[src/rtl/bcv_pkg.sv]
// ----------------------------------------------------------------------------
// Battery charge from voltage: shared package
// Item types, the lithium-ion open-circuit voltage curve and table lookups
// used by the pipeline stages.
// ----------------------------------------------------------------------------
package bcv_pkg;

  localparam int unsigned CURVE_POINTS = 12;
  localparam int unsigned SEGMENTS     = CURVE_POINTS - 1;
  localparam int unsigned SIX_CELLS    = 6;
  localparam int unsigned FOUR_CELLS   = 4;
  localparam logic [2:0]  CELLS_RESET  = 3'd4;
  localparam logic [2:0]  CELLS_SIX    = 3'd6;
  localparam int unsigned PRESENT_MIN  = 500;
  localparam int unsigned RECIP_SHIFT  = 24;
  localparam logic [9:0]  CHARGE_NONE  = 10'd0;

  // Per-cell curve in millivolts and the matching charge in per-mille.
  localparam int unsigned CURVE_MV [CURVE_POINTS] = '{
    3000, 3300, 3500, 3620, 3700, 3770, 3830, 3870, 3920, 3980, 4060, 4200
  };
  localparam int unsigned CURVE_PM [CURVE_POINTS] = '{
    0, 50, 100, 200, 300, 400, 500, 600, 700, 800, 900, 1000
  };

  // floor(2^24 / span) for each segment, span scaled by the cell count.
  localparam int unsigned RECIP4 [SEGMENTS] = '{
    (1 << RECIP_SHIFT) / (300 * FOUR_CELLS), (1 << RECIP_SHIFT) / (200 * FOUR_CELLS),
    (1 << RECIP_SHIFT) / (120 * FOUR_CELLS), (1 << RECIP_SHIFT) / (80 * FOUR_CELLS),
    (1 << RECIP_SHIFT) / (70 * FOUR_CELLS),  (1 << RECIP_SHIFT) / (60 * FOUR_CELLS),
    (1 << RECIP_SHIFT) / (40 * FOUR_CELLS),  (1 << RECIP_SHIFT) / (50 * FOUR_CELLS),
    (1 << RECIP_SHIFT) / (60 * FOUR_CELLS),  (1 << RECIP_SHIFT) / (80 * FOUR_CELLS),
    (1 << RECIP_SHIFT) / (140 * FOUR_CELLS)
  };
  localparam int unsigned RECIP6 [SEGMENTS] = '{
    (1 << RECIP_SHIFT) / (300 * SIX_CELLS), (1 << RECIP_SHIFT) / (200 * SIX_CELLS),
    (1 << RECIP_SHIFT) / (120 * SIX_CELLS), (1 << RECIP_SHIFT) / (80 * SIX_CELLS),
    (1 << RECIP_SHIFT) / (70 * SIX_CELLS),  (1 << RECIP_SHIFT) / (60 * SIX_CELLS),
    (1 << RECIP_SHIFT) / (40 * SIX_CELLS),  (1 << RECIP_SHIFT) / (50 * SIX_CELLS),
    (1 << RECIP_SHIFT) / (60 * SIX_CELLS),  (1 << RECIP_SHIFT) / (80 * SIX_CELLS),
    (1 << RECIP_SHIFT) / (140 * SIX_CELLS)
  };

  typedef struct packed {
    logic [15:0] pack_millivolts;
    logic        voltage_ok;
    logic        current_ok;
    logic [9:0]  presence_level;
  } sample_t;

  typedef struct packed {
    logic [9:0] charge_permille;
    logic       charge_valid;
    logic       battery_present;
    logic       supply_status;
    logic       supply_health;
  } result_t;

  // After the segment search.
  typedef struct packed {
    logic [3:0]  seg;
    logic        six;
    logic [9:0]  base;
    logic [6:0]  rise;
    logic [10:0] offset;
    logic        ok;
    logic        present;
  } seg_item_t;

  // After offset * rise.
  typedef struct packed {
    logic [17:0] prod;
    logic [10:0] span;
    logic [16:0] recip;
    logic [9:0]  base;
    logic        ok;
    logic        present;
  } mul_item_t;

  // After the reciprocal estimate of the quotient.
  typedef struct packed {
    logic [17:0] prod;
    logic [10:0] span;
    logic [6:0]  quo;
    logic [9:0]  base;
    logic        ok;
    logic        present;
  } quo_item_t;

  // After the remainder of the estimate.
  typedef struct packed {
    logic [17:0] rem;
    logic [10:0] span;
    logic [6:0]  quo;
    logic [9:0]  base;
    logic        ok;
    logic        present;
  } rem_item_t;

  function automatic logic [15:0] point_mv(input logic [3:0] idx, input logic six);
    logic [15:0] mv;
    mv = 16'd0;
    if (idx < 4'(CURVE_POINTS)) begin
      mv = six ? 16'(CURVE_MV[idx] * SIX_CELLS) : 16'(CURVE_MV[idx] * FOUR_CELLS);
    end
    return mv;
  endfunction

  function automatic logic [9:0] point_pm(input logic [3:0] idx);
    logic [9:0] pm;
    pm = 10'd0;
    if (idx < 4'(CURVE_POINTS)) begin
      pm = 10'(CURVE_PM[idx]);
    end
    return pm;
  endfunction

  function automatic logic [10:0] seg_span(input logic [3:0] seg, input logic six);
    return 11'(point_mv(4'(seg + 4'd1), six) - point_mv(seg, six));
  endfunction

  function automatic logic [16:0] seg_recip(input logic [3:0] seg, input logic six);
    logic [16:0] r;
    r = 17'd1;
    if (seg < 4'(SEGMENTS)) begin
      r = six ? 17'(RECIP6[seg]) : 17'(RECIP4[seg]);
    end
    return r;
  endfunction

endpackage

[src/rtl/battery_charge_from_voltage_core.sv]
// ----------------------------------------------------------------------------
// Battery charge from voltage: top level
// Lithium-ion state of charge from pack voltage over a 12-point curve.
// ----------------------------------------------------------------------------
// An accepted item passes the segment, product, estimate, remainder and result registers in order.
// Throughput: one item per cycle while the output is not stalled; each of the five stages holds one item.
// Reset (rst, synchronous, active high) empties the pipeline and sets the
// cell count register to four cells.
// ----------------------------------------------------------------------------
module battery_charge_from_voltage_core import bcv_pkg::*; (
  input  logic       clk,
  input  logic       rst,
  input  logic       cfg_we,
  input  logic [2:0] cfg_wdata,
  input  logic       sample_valid,
  output logic       sample_stall,
  input  sample_t    sample,
  output logic       result_valid,
  input  logic       result_stall,
  output result_t    result
);

  // The cell count register; only six selects six cells, others act as four.
  // The user writes it only while the pipeline is empty; it is not enforced.
  logic [2:0] cells_in_series;

  // Stage handshakes. Each stage is ready when it is empty or when the stage
  // after it moves, so bubbles close up and the input keeps taking items
  // while a finished result waits on the output, until every stage holds an item.
  logic      seg_ready;
  logic      seg_valid;
  seg_item_t seg_item;
  logic      div_ready;
  logic      rem_valid;
  rem_item_t rem_item;
  logic      out_ready;

  logic [6:0] quo_fixed;

  always_ff @(posedge clk) begin
    if (rst) begin
      cells_in_series <= CELLS_RESET;
    end else if (cfg_we) begin
      cells_in_series <= cfg_wdata;
    end
  end

  assign sample_stall = !seg_ready;

  // Stage 1: pick the curve segment and the offset of the pack voltage in it.
  bcv_seg u_seg (
    .clk      (clk),
    .rst      (rst),
    .six      (cells_in_series == CELLS_SIX),
    .up_valid (sample_valid),
    .up_ready (seg_ready),
    .up_item  (sample),
    .dn_valid (seg_valid),
    .dn_ready (div_ready),
    .dn_item  (seg_item)
  );

  // Stages 2 to 4: offset times rise, reciprocal quotient estimate, remainder.
  bcv_div u_div (
    .clk      (clk),
    .rst      (rst),
    .up_valid (seg_valid),
    .up_ready (div_ready),
    .up_item  (seg_item),
    .dn_valid (rem_valid),
    .dn_ready (out_ready),
    .dn_item  (rem_item)
  );

  // Stage 5: the estimate is at most one low, so a single compare of the
  // remainder against the span finishes the floor division. Invalid
  // readings force the charge to zero and both status flags to unknown.
  assign out_ready = !result_valid || !result_stall;
  assign quo_fixed = (rem_item.rem >= 18'(rem_item.span)) ?
                     7'(rem_item.quo + 7'd1) : rem_item.quo;

  always_ff @(posedge clk) begin
    if (rst) begin
      result_valid <= 1'b0;
    end else if (out_ready) begin
      result_valid <= rem_valid;
    end
  end

  always_ff @(posedge clk) begin
    if (out_ready && rem_valid) begin
      result.charge_permille <= rem_item.ok ? 10'(rem_item.base + 10'(quo_fixed))
                                            : CHARGE_NONE;
      result.charge_valid    <= rem_item.ok;
      result.battery_present <= rem_item.present;
      result.supply_status   <= !rem_item.ok;
      result.supply_health   <= !rem_item.ok;
    end
  end

endmodule

[src/rtl/bcv_seg.sv]
// ----------------------------------------------------------------------------
// Battery charge from voltage: segment search stage
// Finds the curve segment of the pack voltage and the offset into it.
// ----------------------------------------------------------------------------
module bcv_seg import bcv_pkg::*; (
  input  logic      clk,
  input  logic      rst,
  input  logic      six,
  input  logic      up_valid,
  output logic      up_ready,
  input  sample_t   up_item,
  output logic      dn_valid,
  input  logic      dn_ready,
  output seg_item_t dn_item
);

  seg_item_t item_next;
  logic [3:0] seg;
  logic       sat_lo;
  logic       sat_hi;
  logic [15:0] pack;
  logic [15:0] lo_mv;

  assign up_ready = !dn_valid || dn_ready;
  assign pack     = up_item.pack_millivolts;

  always_comb begin
    sat_lo = pack <= point_mv(4'd0, six);
    sat_hi = pack >= point_mv(4'(CURVE_POINTS - 1), six);
    seg    = 4'd0;
    // Highest point first so the lowest matching point wins.
    for (int i = CURVE_POINTS - 1; i >= 1; i--) begin
      if (pack <= point_mv(4'(i), six)) begin
        seg = 4'(i - 1);
      end
    end
    lo_mv = point_mv(seg, six);

    item_next.seg     = seg;
    item_next.six     = six;
    item_next.ok      = up_item.voltage_ok && up_item.current_ok;
    item_next.present = up_item.presence_level > 10'(PRESENT_MIN);
    if (sat_lo || sat_hi) begin
      item_next.base   = sat_hi ? point_pm(4'(CURVE_POINTS - 1)) : point_pm(4'd0);
      item_next.rise   = 7'd0;
      item_next.offset = 11'd0;
    end else begin
      item_next.base   = point_pm(seg);
      item_next.rise   = 7'(point_pm(4'(seg + 4'd1)) - point_pm(seg));
      item_next.offset = 11'(pack - lo_mv);
    end
  end

  always_ff @(posedge clk) begin
    if (rst) begin
      dn_valid <= 1'b0;
    end else if (up_ready) begin
      dn_valid <= up_valid;
    end
  end

  always_ff @(posedge clk) begin
    if (up_ready && up_valid) begin
      dn_item <= item_next;
    end
  end

endmodule

[src/rtl/bcv_div.sv]
// ----------------------------------------------------------------------------
// Battery charge from voltage: scale and divide stages
// Multiplies the offset by the segment rise, then divides by the segment
// span through a reciprocal estimate and its remainder.
// ----------------------------------------------------------------------------
module bcv_div import bcv_pkg::*; (
  input  logic      clk,
  input  logic      rst,
  input  logic      up_valid,
  output logic      up_ready,
  input  seg_item_t up_item,
  output logic      dn_valid,
  input  logic      dn_ready,
  output rem_item_t dn_item
);

  logic      mul_valid;
  logic      mul_ready;
  mul_item_t mul_item;
  logic      quo_valid;
  logic      quo_ready;
  quo_item_t quo_item;
  logic      rem_ready;

  logic [34:0] est;
  logic [17:0] back;

  assign rem_ready = !dn_valid || dn_ready;
  assign quo_ready = !quo_valid || rem_ready;
  assign mul_ready = !mul_valid || quo_ready;
  assign up_ready  = mul_ready;

  assign est  = 35'(mul_item.prod) * 35'(mul_item.recip);
  assign back = 18'(quo_item.quo) * 18'(quo_item.span);

  always_ff @(posedge clk) begin
    if (rst) begin
      mul_valid <= 1'b0;
      quo_valid <= 1'b0;
      dn_valid  <= 1'b0;
    end else begin
      if (mul_ready) mul_valid <= up_valid;
      if (quo_ready) quo_valid <= mul_valid;
      if (rem_ready) dn_valid  <= quo_valid;
    end
  end

  always_ff @(posedge clk) begin
    if (mul_ready && up_valid) begin
      mul_item.prod    <= 18'(up_item.offset) * 18'(up_item.rise);
      mul_item.span    <= seg_span(up_item.seg, up_item.six);
      mul_item.recip   <= seg_recip(up_item.seg, up_item.six);
      mul_item.base    <= up_item.base;
      mul_item.ok      <= up_item.ok;
      mul_item.present <= up_item.present;
    end
    if (quo_ready && mul_valid) begin
      quo_item.prod    <= mul_item.prod;
      quo_item.span    <= mul_item.span;
      quo_item.quo     <= est[RECIP_SHIFT +: 7];
      quo_item.base    <= mul_item.base;
      quo_item.ok      <= mul_item.ok;
      quo_item.present <= mul_item.present;
    end
    if (rem_ready && quo_valid) begin
      dn_item.rem     <= quo_item.prod - back;
      dn_item.span    <= quo_item.span;
      dn_item.quo     <= quo_item.quo;
      dn_item.base    <= quo_item.base;
      dn_item.ok      <= quo_item.ok;
      dn_item.present <= quo_item.present;
    end
  end

endmodule

[config.mk]
export PLATFORM = sky130hd
export DESIGN_NAME = battery_charge_from_voltage_core
export DESIGN_NICKNAME = d
export VERILOG_FILES = /design/src/rtl/bcv_pkg.sv /design/src/rtl/battery_charge_from_voltage_core.sv /design/src/rtl/bcv_seg.sv /design/src/rtl/bcv_div.sv
export SDC_FILE = /design/constraint.sdc
export NUM_CORES = 1
export LEC_CHECK = 0
export BUFFER_PORTS_ARGS = -buffer_cell sky130_fd_sc_hd__clkbuf_2
export CAP_MARGIN = 20
export CORE_AREA = 2 2 213 215
export CTS_CLUSTER_DIAMETER = 200
export DETAILED_ROUTE_END_ITERATION = 7
export DIE_AREA = 0 0 215 217
export PLACE_DENSITY = 0.82
export SLEW_MARGIN = 20
export SYNTH_ARGS = -nofsm -noshare
export SYNTH_HDL_FRONTEND = slang
export SYNTH_SLANG_ARGS = --single-unit
[constraint.sdc]
create_clock -name clk -period 6.85 [get_ports clk]
set_input_delay 1.0275 -clock clk [delete_from_list [all_inputs] [get_ports clk]]
set_output_delay 1.0275 -clock clk [all_outputs]
set_load 0.05 [all_outputs]
* Yosys cells after proc, flatten, opt, wreduce, memory -nomap -nowiden
Memory sizes are Yosys's and may differ from the RTL's.
Index checks and enable logic that the tools add are counted.
** Cells by class
- $mul :: 6
- Add/subtract/negate cells :: 8
- Reductions and logical operators :: 20
- Equal/unequal tests :: 1
- $lt $le $gt $ge :: 24
- Mux-type cells :: 53
- Bitwise logic cells :: 4
** Operator list (number)
- less-or-equal comparator 16 x 15 -> 1 bit :: 12
- two-way mux 32 bit :: 6
- two-way mux 15 bit :: 11
- multiplier 32 x 2 -> 10 bit, second input constant :: 3
- two-way mux 11 bit :: 8
- two-way mux 17 bit :: 5
- two-way mux 4 bit :: 11
- two-way mux 7 bit :: 6
- two-way mux 10 bit :: 4
- multiplier 18 x 17 -> 31 bit :: 1
- two-way mux 28 bit :: 1
- subtractor 11 bit :: 2
- greater-or-equal comparator 5 bit, second input constant :: 4
- less-than comparator 4 bit, second input constant :: 5
- inverter 4 -> 5 bit :: 4
- greater-or-equal comparator 18 x 11 -> 1 bit :: 1
- multiplier 11 x 7 -> 18 bit :: 1
- multiplier 7 x 11 -> 18 bit :: 1
- subtractor 18 bit :: 1
- greater-or-equal comparator 16 x 15 -> 1 bit :: 1
- two-way mux 14 bit :: 1
- adder 10 x 7 -> 10 bit :: 1
- greater-than comparator 10 x 9 -> 1 bit, second input constant :: 1
- adder 4 x 1 -> 4 bit, second input constant :: 2
- other kinds (6) :: 23
** Storage, ports and cells
- Bits in read-only memories :: 3584
- Register bits :: 210
- Output and inout bits :: 16
- Input port bits :: 36
- Logic and storage cells :: 158
- Memories :: 7
** Memory list
- (no name shown) :: depth 16, bits a word 32, read ports 1, clocked after Yosys merged registers in 0, write ports 0, RTL line bcv_pkg.sv:126 : r = six ? 17'(RECIP6[seg]) : 17'(RECIP4[seg]);
- (no name shown) :: depth 16, bits a word 32, read ports 1, clocked after Yosys merged registers in 0, write ports 0, RTL line bcv_pkg.sv:104 : mv = six ? 16'(CURVE_MV[idx] * SIX_CELLS) : 16'(CURVE_MV[idx] * FOUR_CELLS);
- (no name shown) :: depth 16, bits a word 32, read ports 1, clocked after Yosys merged registers in 0, write ports 0, RTL line bcv_pkg.sv:113 : pm = 10'(CURVE_PM[idx]);
- (no name shown) :: depth 16, bits a word 32, read ports 1, clocked after Yosys merged registers in 0, write ports 0, RTL line bcv_pkg.sv:113
- (no name shown) :: depth 16, bits a word 32, read ports 1, clocked after Yosys merged registers in 0, write ports 0, RTL line bcv_pkg.sv:126
- (no name shown) :: depth 16, bits a word 32, read ports 1, clocked after Yosys merged registers in 0, write ports 0, RTL line bcv_pkg.sv:104
- 1 more memories

* Logic depth before layout (Yosys ltp)
Gate-level depths: netlist (run 1).
- Depth in word-level cells :: 23
- Mapped depth :: 32
- Mapped depth without buffers :: 30

* Hierarchy
A second synthesis (run 1) with hierarchy kept.
** Second synthesis, totals
- Cell total of the unflattened synthesis :: 2740
- Area, all modules :: 26016.2 um^2
** Modules (own cells, without submodules)
- bcv_div :: sequential area each 4504.3 um^2, instances 1, area an instance 20485.9 um^2, cells an instance 2115
- bcv_seg :: sequential area each 1011.0 um^2, instances 1, area an instance 4131.5 um^2, cells an instance 476
- battery_charge_from_voltage_core :: sequential area each 470.5 um^2, instances 1, area an instance 1398.8 um^2, cells an instance 149

* Worst setup path after synthesis (run 1)
Ideal clock, no wire load.
- Path kind :: register to register
- Start point :: register cells_in_series[2]
- End point :: register u_seg.dn_item[12] (netlist bit), data pin
- Path buffers :: 3
- Cell stages (with the launch flop) :: 30
- Setup time :: 261 ps
- Clock period less this slack :: 6819 ps
- Arrival :: 6558 ps
- Data required time :: 6589 ps
- Slack :: 31 ps
- Cells stage by stage :: dfxtp_1 nand2_1 or2_2 clkbuf_1 clkbuf_1 ha_1 buf_2 nor4b_2 a211oi_1 a2111oi_0 o311ai_0 a21oi_2 inv_1 ha_1 a221oi_1 ha_1 a21o_1 a21oi_1 o21bai_1 a21oi_1 xor2_1 nor2_1 a21oi_1 ha_1 or3_1 o21ai_0 a21oi_1 xor2_1 xnor2_1 mux2i_1
** RTL lines
- start: declaration :: RTL line battery_charge_from_voltage_core.sv:25 : logic [2:0] cells_in_series;
- start signal: assignment :: RTL line battery_charge_from_voltage_core.sv:44 : cells_in_series <= cfg_wdata;
- end signal: assignment :: RTL line bcv_seg.sv:64 : dn_item <= item_next;
- end: declaration :: RTL line bcv_seg.sv:14 : output seg_item_t dn_item

* Worst setup path after layout (run 1)
- Start point :: register u_div.mul_item[51] (netlist bit)
- End point :: register u_div.quo_item[18] (netlist bit), data pin
** Between the ends
- Longest elaborated chain between the ends :: 1
** Ends and longest elaborated chain
- start: declaration :: RTL line bcv_div.sv:19 : mul_item_t mul_item;
- multiplier 18 x 17 -> 31 bit :: RTL line bcv_div.sv:33 : assign est = 35'(mul_item.prod) * 35'(mul_item.recip);
- net u_div.est[30] :: RTL line bcv_div.sv:25 : logic [34:0] est;
- end: declaration :: RTL line bcv_div.sv:22 : quo_item_t quo_item;
The timed path passes the listed nets, and every way through them passes these cells.
A chain may end at the register's enable or synchronous reset.

==> results of run 1 <==
-- cell usage after synthesis, types with 5 or more instances --
cell      number
a211o_1        8
nor2b_1       23
fa_1         306
xor2_1        33
inv_1        406
nand2_1      343
nand4_1       11
nand2b_1      18
a211oi_1      14
a221oi_1       8
and3_1        10
nor4_1         7
xnor2_1       54
o21a_1        24
edfxtp_1     187
nor4b_1        5
and4_1         6
a31oi_1       14
clkbuf_1      85
or2_2          9
or3_1          6
o21bai_1      13
and2_1       139
nor3_1        31
ha_1         265
a21oi_1       87
o21ai_0       62
mux2i_1       15
nand3_1       20
dfxtp_1        8
a21o_1        33
nor2_1       124
a21boi_0       7
o211ai_1      18
-- final cells by class --
cell class	count	area, sq um	share of cell area (%)
clock inverters	15	168	0.636
multi-input cells	1797	16600	62.9
repair buffers	164	1130	4.28
clock buffers	17	425	1.61
flip-flops and latches	195	5780	21.9
inverters	410	1540	5.84
well taps	600	751	2.85
-- flip-flops by register name (all words and copies together) (netlist names) --
register and count:
u_seg.dn_item 33, u_div.quo_valid 1, u_seg.dn_valid 1, u_div.dn_item 43, result 13, u_div.mul_item 54, u_div.quo_item 44, cells_in_series 3
result_valid 1, u_div.mul_valid 1, u_div.dn_valid 1
-- what timing repair did --
action / 4_1_cts / 5_1_grt
gates resized for setup: 0 / 20
endpoints found under the setup margin: 0 / 7
buffers inserted: 0 / 28
-- layer usage --
metal  track usage (%)  vias to the layer above  part of all wire (%)
met3              3.47                      176                   6.1
met4              10.8                        0                   4.4
met2              46.1                      717                    52
met1              30.6                     9043                    38
met5                 0                        -                     0
li1                  -                     8320                     -
-- kinds of logic (layout without fill, tap and decap cells) --
| logic type | Yosys count | in the layout | synth area share, % |
|---|---|---|---|
| simple gates | 778 | 778 | 15.5 |
| xor+xnor | 88 | 88 | 3.25 |
| mux | 19 | 19 | 0.809 |
| flops | 195 | 195 | 23.9 |
| fa+ha+maj | 571 | 571 | 39.1 |
| buf+inv | 503 | 606 | 7.89 |
| compound gates | 341 | 341 | 9.49 |
-- final timing paths --
path	from	end	slack (ns)
max	u_div.mul_item[51]	u_div.quo_item[18]	0.22
min	u_div.mul_item[3]	u_div.quo_item[3]	0.42
min reg2reg	u_div.mul_item[3]	u_div.quo_item[3]	0.42
max reg2reg	u_div.mul_item[51]	u_div.quo_item[18]	0.22
-- per-stage QoR --
step                      setup slack (ns)  hold WS, ns  std cells  util (%)
after floorplan                     0.0312        0.400       2495         -
after global placement               0.116        0.401       3137      56.9
after detailed placement           -0.0463        0.406       3137      56.9
after CTS                           0.0359        0.425       3169      58.2
after global routing               -0.0322        0.430       3198      59.0
final                                0.224        0.424       3198      59.0
-- worst register-to-register path: stages (launching register included) --
cell	delay (ns)
edfxtp_1	0.52
buf_4	0.26
nand2_1	0.10
fa_1	0.55
inv_1	0.06
fa_1	0.54
inv_1	0.06
fa_1	0.52
fa_1	0.50
fa_1	0.58
inv_1	0.06
fa_1	0.49
ha_1	0.33
a21o_1	0.17
a21oi_1	0.23
o21ai_1	0.20
a22oi_2	0.30
a31oi_2	0.19
o41a_1	0.41
and4_1	0.24
nor3_1	0.17
-- placed cells by master, fill, tap and decap left out, types with 54 or more instances in the layout --
| cell type | synthesis | layout |
|---|---|---|
| nand2_1 | 343 | 343 |
| edfxtp_1 | 187 | 187 |
| fa_1 | 306 | 306 |
| and2_1 | 139 | 139 |
| o21ai_0 | 62 | 61 |
| nor2_1 | 124 | 123 |
| buf_4 | 1 | 111 |
| inv_1 | 406 | 405 |
| a21oi_1 | 87 | 85 |
| xnor2_1 | 54 | 54 |
| ha_1 | 265 | 263 |
==> flow_metrics.env, run 1 <==
export IMPL_placementRows=78
export IMPL_tns_ns=0
export IMPL_hold_class="reg2reg"
export IMPL_grt_pass1_vias=19200
export IMPL_tightest_slew_ns=0.980
export IMPL_path_depth=20
export IMPL_dp_hpwl_mm=45.9
export IMPL_dieArea_sq_mm=0.0467
export IMPL_ys_seq_elements=195
export IMPL_syn_area_per_cell_sq_um=9.67
export IMPL_async_flop_share_pct=0
export IMPL_vias_per_cell=5.71
export IMPL_holdPathStages=0
export IMPL_slew_viol_final=0
export IMPL_clk_latency_ns=0.46
export IMPL_yosys_area_top_type="fa_1"
export IMPL_finClkSkew_ns=0.0146
export IMPL_endpoint_kind="register"
export IMPL_place_port_buffers=51
export IMPL_cts_tree="yes"
export IMPL_grt_pass1_wl_mm=95.5
export IMPL_path_cells="buf_4, nand2_1, fa_1, inv_1, fa_1, inv_1, fa_1, fa_1, fa_1, inv_1, fa_1, ha_1, a21o_1, a21oi_1, o21ai_1, a22oi_2, a31oi_2, o41a_1, and4_1, nor3_1"
export IMPL_cts_buffers=17
export IMPL_critPathMaxStageDelay_ns=0.58
export IMPL_wl_mm=57.9
export IMPL_clock_sinks=195
export IMPL_antenna_found_initial=0
export IMPL_clkTransAtPathRegs_ns=0.08
export IMPL_critPathRequiredTime_ns=7.15
export IMPL_drive_above_1_share_pct=9.43
export IMPL_chipWidth_microns=215
export IMPL_post_dp_cell_area_sq_mm=0.0254
export IMPL_first_pass_iters=8
export IMPL_vias=18300
export IMPL_finalHoldViolations=0
export IMPL_fill_cells=3713
export IMPL_fmax_mhz=151
export IMPL_cp_max_fo=11
export IMPL_syn_to_final_growth_pct=9.19
export IMPL_die_y_microns=217
export IMPL_r2r_cells=20
export IMPL_slew_headroom_pct=34.7
export IMPL_synth_area_leaders="fa_1, edfxtp_1, ha_1, inv_1, nand2_1"
export IMPL_synth_top_flop_cell="edfxtp_1"
export IMPL_timing_final_crit_period_ns=6.63
export IMPL_cts_buffer_depth=2
export IMPL_fin_nets=3192
export IMPL_yosysSeqAreaShare_pct=23.9
export IMPL_crit_path_frequent_cell="fa_1"
export IMPL_initial_core_util_pct=54.0
export IMPL_maxCapViolCount=0
export IMPL_worstPathArrival_ns=6.92
export IMPL_violations="design-rule violations"
export IMPL_path_buf_inv=4
export IMPL_startpoint_type="register"
export IMPL_clockRootBuffer="clkbuf_16"
export IMPL_grt_max_degree=55
export IMPL_status="finished with violations"
export IMPL_synth_top_area_share_pct=25.4
export IMPL_detail_route_antenna_nets=0
export IMPL_crit_type="reg2reg"
export IMPL_wl_per_cell_microns=18.1
export IMPL_diodes=0
export IMPL_syn_instance_count=2495
export IMPL_htree_levels=4
export IMPL_ctsHoldBuffers=0
export IMPL_final_cell_area_sq_mm=0.0264
export IMPL_cpLargestDelayFamily="adder cells"
export IMPL_overflow=0
export IMPL_syn_nets=3102
export IMPL_grt_usage_pct=25.5
export IMPL_routabilityCongestion=0.966
export IMPL_coreArea_sq_mm=0.0447
export IMPL_pin_count=52
export IMPL_synth_edff_count=187
export IMPL_yosys_warnings=0
export IMPL_finalCritPeriodShare_pct=96.7
export IMPL_ys_types=84
export IMPL_drc=2
export IMPL_drt_iter0_markers=1441
export IMPL_syn_area_sq_mm=0.0241
export IMPL_setup_viol=0
export IMPL_critPathSlowestCell="fa_1"
Power of run 1 is left out: the tool's default activity adds up to more than one toggle a clock period on the data nets, which glitch-free logic cannot reach.
==> inputs of run 2 (changes only) <==
- ABC_AREA: not set -> 1
- CORE_AREA: 2 2 213 215 -> 2 2 216 218
- DIE_AREA: 0 0 215 217 -> 0 0 218 220
- PLACE_DENSITY: 0.82 -> 0.81
==> run 2 against run 1 <==
Area after synthesis grew 2.4%. Routed wire length decreased by 6.5%. Register-to-register slack better by 0.24 ns. The flow now finishes without violations. Fmax is 3.8% higher. Setup slack improved by 0.24 ns. Die area is 2.8% higher. Critical endpoint unchanged. Critical path depth grew 1. Non-clock buffer count down 58. Utilization down 1.5 points. Highest routed layer unchanged.
==> flow_metrics.env, run 2 <==
export IMPL_status="finished clean"
export IMPL_clkTransAtPathRegs_ns=0.08
export IMPL_r2r_cells=21
export IMPL_cts_buffer_depth=2
export IMPL_detail_route_antenna_nets=0
export IMPL_place_port_buffers=51
export IMPL_finalHoldViolations=0
export IMPL_startpoint_type="register"
export IMPL_clk_latency_ns=0.44
export IMPL_ys_types=60
export IMPL_timing_final_crit_period_ns=6.39
export IMPL_grt_max_degree=55
export IMPL_fill_cells=3965
export IMPL_fin_nets=3556
export IMPL_syn_area_per_cell_sq_um=8.46
export IMPL_overflow=0
export IMPL_hold_class="reg2reg"
export IMPL_finalCritPeriodShare_pct=93.2
export IMPL_syn_area_sq_mm=0.0247
export IMPL_crit_type="reg2reg"
export IMPL_synth_edff_count=187
export IMPL_yosysSeqAreaShare_pct=23.4
export IMPL_yosys_area_top_type="fa_1"
export IMPL_maxCapViolCount=0
export IMPL_endpoint_kind="register"
export IMPL_largestRegisters="u_div.mul_item: 54 flops, u_div.quo_item: 44 flops, u_div.dn_item: 43 flops"
export IMPL_crit_start="u_div.mul_item[19]"
export IMPL_grt_pass1_vias=19400
export IMPL_slew_viol_final=0
export IMPL_die_y_microns=220
export IMPL_final_cell_mix="nand2_1, inv_1, fa_1"
export IMPL_tns_ns=0
export IMPL_synth_area_leaders="fa_1, edfxtp_1, ha_1, nand2_1, inv_1"
export IMPL_cts_tree="yes"
export IMPL_synth_top_flop_cell="edfxtp_1"
export IMPL_wl_per_cell_microns=15.2
export IMPL_pin_count=52
export IMPL_ys_top_cells_by_count="nand2_1, inv_1, fa_1, ha_1, edfxtp_1"
export IMPL_dieArea_sq_mm=0.0480
export IMPL_clockRootBuffer="clkbuf_16"
export IMPL_crit_path_end="u_div.quo_item[18]"
export IMPL_routabilityCongestion=0.923
export IMPL_chipWidth_microns=218
export IMPL_wl_mm=54.1
export IMPL_yosysMostFrequentCell="nand2_1"
export IMPL_syn_nets=3530
export IMPL_tightest_slew_ns=0.832
export IMPL_setup_viol=0
export IMPL_post_dp_cell_area_sq_mm=0.0257
export IMPL_reg2reg_to="u_div.quo_item[18]"
export IMPL_async_flop_share_pct=0
export IMPL_ctsHoldBuffers=0
export IMPL_fin_ws_ns=0.465
export IMPL_drt_iter0_markers=1369
export IMPL_largest_register="u_div.mul_item"
export IMPL_vias_per_cell=5.27
export IMPL_critPathRequiredTime_ns=7.04
export IMPL_cts_buffers=17
export IMPL_coreArea_sq_mm=0.0459
export IMPL_vias=18800
export IMPL_synth_top_area_share_pct=24.8
export IMPL_r2r_start="u_div.mul_item[19]"
export IMPL_first_pass_iters=5
export IMPL_ys_seq_elements=195
export IMPL_pre_cts_ws_ns=0.280
export IMPL_largest_reg_flops=54
export IMPL_drc=0
export IMPL_antenna_found_initial=0
export IMPL_initial_core_util_pct=53.9
export IMPL_grt_usage_pct=23.9
export IMPL_diodes=0
export IMPL_drive_above_1_share_pct=7.49
export IMPL_clock_sinks=195
export IMPL_placementRows=79
export IMPL_worstPathArrival_ns=6.57
export IMPL_slew_headroom_pct=44.5
export IMPL_fmax_mhz=157
export IMPL_mostFrequentLayoutCell="nand2_1"
export IMPL_htree_levels=4
export IMPL_reg2reg_slack_ns=0.46
export IMPL_final_cell_area_sq_mm=0.0264
export IMPL_yosys_warnings=0
export IMPL_syn_to_final_growth_pct=6.66
export IMPL_cp_max_fo=17
export IMPL_dp_hpwl_mm=43.3
export IMPL_finClkSkew_ns=0.0151
export IMPL_syn_instance_count=2923
export IMPL_grt_pass1_wl_mm=92.3
-- run 2: cell count changes in the layout (fill, tap and decap cells not counted), moves of 40 or more --
cell | before | now
nand2_1 | 343 | 676
nand3_1 | 20 | 60
a21oi_1 | 85 | 133
and2_1 | 139 | 5
inv_1 | 405 | 662
buf_4 | 111 | 54
-- run 2: stage by stage --
stage | util [%] | instances | hold slack, ns
after floorplan | - | 2923 | 0.400
after global placement | 56.1 | 3533 | 0.400
after detailed placement | 56.1 | 3534 | 0.405
after CTS | 57.4 | 3566 | 0.408
after global routing | 57.5 | 3569 | 0.411
final | 57.5 | 3569 | 0.409
-- run 2: what timing repair did --
action | CTS | global route
gates resized for setup | 0 | 6
setup buffers | 0 | 2
setup endpoints to repair | 0 | 1
-- run 2: logic make-up after synthesis --
group,count (synthesis),share of synthesized area (%)
adders and majority gates,571,38.2
and+or+nand+nor,1004,16.8
xor gates and xnor gates,77,2.73
muxes,2,0.0860
DFF,195,23.4
buffers and inverters,778,12.0
AOI/OAI and AO/OA,296,6.83
-- run 2: worst min path at each step --
stage               slack (ns)  cells after the start              start           endpoint
floorplan                 0.40                      0   u_div.dn_item[0]          result[2]
CTS                       0.41                      0  u_div.mul_item[7]  u_div.quo_item[7]
finish                    0.41                      0  u_div.mul_item[7]  u_div.quo_item[7]
detailed placement        0.40                      0  u_seg.dn_item[21]  u_div.mul_item[3]
global route              0.41                      0  u_div.mul_item[7]  u_div.quo_item[7]
global placement          0.40                      0  u_div.mul_item[1]  u_div.quo_item[1]
-- run 2: metal layers --
layer  vias to the layer above  global-route usage, %  wire (microns)
met5                         -                      0               0
met4                         0                   7.98            1690
met3                       121                   3.84            3440
met2                       610                   42.0           26700
met1                      9063                   30.1           22300
li1                       9015                      -               -
-- run 2: final cells by class --
cell class	instances	area, sq um	share of cell area [%]
Tap cell	607	759	2.88
Clock inverter	14	139	0.527
Timing Repair Buffer	106	681	2.58
Inverter	679	2560	9.70
Clock buffer	18	429	1.63
Multi-Input combinational cell	1950	16000	60.8
Sequential cell	195	5780	21.9
-- run 2: worst max-delay path: stages, from the launching register on --
cell      delay [ns]
edfxtp_1        0.89
nand2_1         0.18
fa_1            0.58
inv_1           0.06
fa_1            0.54
inv_1           0.05
fa_1            0.49
inv_1           0.05
fa_1            0.47
inv_1           0.06
fa_1            0.52
inv_1           0.06
fa_1            0.42
ha_1            0.33
nand4_1         0.18
nor3_1          0.37
nand3_1         0.13
nand3_1         0.23
nand3_1         0.09
nand3_1         0.17
a21oi_1         0.11
xor2_1          0.15
Power of run 2 is left out for the same reason.
==> inputs of run 3 (changes only) <==
- CORE_AREA: 2 2 216 218 -> 2 2 228 230
- DIE_AREA: 0 0 218 220 -> 0 0 230 232
- SYNTH_HIERARCHICAL: not set -> 1
==> run 3 against run 2 <==
Fmax grew 2.0%. Setup slack better by 0.12 ns. Largest cell class unchanged. Sequential share of layout area decreased by 1.5 points. Clock skew increased by 0.0083 ns. Non-clock buffer count fell by 18. First-iteration DRC count rose by 12%. Global-route usage up 0.29 points.
==> flow_metrics.env, run 3 <==
export IMPL_synth_top_area_share_pct=23.9
export IMPL_slew_headroom_pct=28.7
export IMPL_path_cells="nand2_1, fa_1, inv_1, fa_1, fa_1, fa_1, fa_1, inv_1, fa_1, inv_1, ha_1, nand2_1, inv_1, a21oi_1, nand2_1, nand2_1, nand3_1, a21oi_1, inv_1, nand2_1, nand2_1"
export IMPL_worstPathArrival_ns=6.54
export IMPL_dp_hpwl_mm=49.5
export IMPL_grt_pass1_vias=22300
export IMPL_cts_buffer_depth=3
export IMPL_mostFrequentLayoutCell="nand2_1"
export IMPL_syn_area_per_cell_sq_um=7.85
export IMPL_maxCapViolCount=0
export IMPL_grt_usage_pct=24.2
export IMPL_critPathSlowestCell="edfxtp_1"
export IMPL_multi_input_area_sq_mm=0.0179
export IMPL_clk_latency_ns=0.53
export IMPL_tns_ns=0
export IMPL_coreArea_sq_mm=0.0509
export IMPL_wl_met2_mm=30.8
export IMPL_path_buf_inv=5
export IMPL_initial_core_util_pct=54.3
export IMPL_syn_to_final_growth_pct=6.04
export IMPL_syn_area_sq_mm=0.0276
export IMPL_cts_tree="yes"
export IMPL_reg2reg_to="u_div/quo_item[18]"
export IMPL_synth_top_flop_cell="edfxtp_1"
export IMPL_hold_class="reg2reg"
export IMPL_yosys_area_top_type="fa_1"
export IMPL_final_cell_mix="nand2_1, inv_1, fa_1"
export IMPL_clock_sinks=202
export IMPL_hp_start="u_div/quo_item[5]"
export IMPL_finalCritPeriodShare_pct=91.4
export IMPL_synth_area_leaders="fa_1, edfxtp_1, nand2_1, ha_1, inv_1"
export IMPL_grt_setup_unrepaired="false"
export IMPL_overflow=0
export IMPL_ys_seq_elements=202
export IMPL_vias=21900
export IMPL_finalHoldViolations=0
export IMPL_vias_per_cell=5.20
export IMPL_fin_nets=4148
export IMPL_path_depth=21
export IMPL_fill_cells=4599
export IMPL_grt_pass1_wl_mm=106
export IMPL_finClkSkew_ns=0.0233
export IMPL_setup_viol=0
export IMPL_yosysSeqAreaShare_pct=21.7
export IMPL_first_pass_iters=6
export IMPL_dieArea_sq_mm=0.0534
export IMPL_met3WireLength_mm=3.92
export IMPL_diodes=0
export IMPL_placementRows=83
export IMPL_r2r_start="u_div/mul_item[47]"
export IMPL_largestRegisters="u_div/mul_item: 56 flops, u_div/dn_item: 46 flops, u_div/quo_item: 46 flops"
export IMPL_cts_buffers=22
export IMPL_tightest_slew_ns=1.07
export IMPL_async_flop_share_pct=0
export IMPL_largest_register="u_div/mul_item"
export IMPL_antenna_found_initial=1
export IMPL_htree_levels=1
export IMPL_wl_per_cell_microns=14.8
export IMPL_drc=0
export IMPL_cpLargestDelayFamily="adder cells"
export IMPL_cp_max_fo=18
export IMPL_timing_final_crit_period_ns=6.26
export IMPL_slew_viol_final=0
export IMPL_ys_top_cells_by_count="nand2_1, inv_1, fa_1, ha_1, nor2_1"
export IMPL_clkTransAtPathRegs_ns=0.06
export IMPL_drive_above_1_share_pct=5.78
export IMPL_place_port_buffers=51
export IMPL_routabilityCongestion=0.970
export IMPL_reg2reg_slack_ns=0.59
export IMPL_startpoint_type="register"
export IMPL_hold_end="u_div/dn_item[5]"
export IMPL_drt_iter0_markers=1530
export IMPL_yosys_warnings=6
export IMPL_wl_mm=62.5
export IMPL_top_layer="met4"
export IMPL_die_y_microns=232
export IMPL_detail_route_antenna_nets=0
export IMPL_r2r_cells=21
export IMPL_syn_instance_count=3516
export IMPL_chipWidth_microns=230
export IMPL_clockRootBuffer="clkbuf_16"
export IMPL_endpoint_kind="register"
export IMPL_grt_max_degree=57
export IMPL_yosysMostFrequentCell="nand2_1"
export IMPL_status="finished clean"
export IMPL_critPathRequiredTime_ns=7.13
export IMPL_ys_types=62
export IMPL_critPathMaxStageDelay_ns=1.03
export IMPL_synth_edff_count=194
export IMPL_pin_count=52
export IMPL_fmax_mhz=160
export IMPL_seqCellArea_sq_mm=0.00599
export IMPL_holdPathStages=0
export IMPL_drt_met1_wl_mm=26.1
export IMPL_ctsHoldBuffers=0
export IMPL_largest_reg_flops=56
export IMPL_crit_type="reg2reg"
-- run 3: cell count changes in the layout (fill, tap and decap cells not counted), sizes merged, moves of 6 or more --
cell,previous run,this run
nand2,698,952
inv,683,874
nor2,176,234
nand3,66,100
fa,306,330
buf,55,37
a21o,4,14
nand4,13,23
clkbuf,69,76
edfxtp,187,194
xnor2,24,18
-- run 3: cell type report --
type	instances	share of cell area (%)
Multi-Input combinational cell	2329	61.1
Sequential cell	202	20.4
Inverter	876	11.2
Tap cell	680	2.91
Clock buffer	25	1.99
Timing Repair Buffer	88	1.86
Clock inverter	12	0.436
-- run 3: worst max path at each step --
| stage | startpoint | endpoint | slack (ns) |
|---|---|---|---|
| 2_1_floorplan | cells_in_series[2] | u_seg/dn_item[12] | 0.35 |
| 3_3_place_gp | sample[18] | u_seg/dn_item[12] | 0.36 |
| 3_5_place_dp | sample[18] | u_seg/dn_item[12] | 0.27 |
| 4_1_cts | cells_in_series[1] | u_seg/dn_item[12] | 0.37 |
| 5_1_grt | cells_in_series[2] | u_seg/dn_item[12] | 0.01 |
| 6_report | u_div/mul_item[47] | u_div/quo_item[18] | 0.59 |
-- run 3: per-layer routing --
layer  track usage [%]  vias up
met5                 0        -
met4              6.94        0
met3              3.57      132
met2              42.5      636
met1              31.1    10500
li1                  -    10600
-- run 3: cell families (layout without fill, tap and decap cells) --
group,Yosys count,count (layout),synth area share [%]
AND/OR/NAND/NOR,1359,1359,20.4
AO/OA/AOI/OAI,306,306,6.29
buffers and inverters,987,1001,13.7
other,2,4,0.0272
flip-flops,202,202,21.7
adder cells (fa/ha/maj),593,593,35.8
XOR/XNOR,67,67,2.13
-- run 3: per-stage QoR --
step	utilization [%]	setup slack [ns]	hold slack, ns	cell area [sq um]	cells
finish	57.5	0.589	0.405	29300	4212
detailed placement	56.1	0.268	0.405	28500	4173
global placement	56.0	0.358	0.401	28500	4172
CTS	57.5	0.371	0.416	29200	4210
global route	57.5	0.0109	0.420	29300	4212
floorplan	-	0.352	0.400	27600	3518
-- run 3: timing repair --
| action | 4_1_cts | 5_1_grt |
|---|---|---|
| gates resized for setup | 0 | 5 |
| buffers inserted | 0 | 2 |
| endpoints found under the setup margin | 0 | 1 |
Power of run 3 is left out for the same reason.
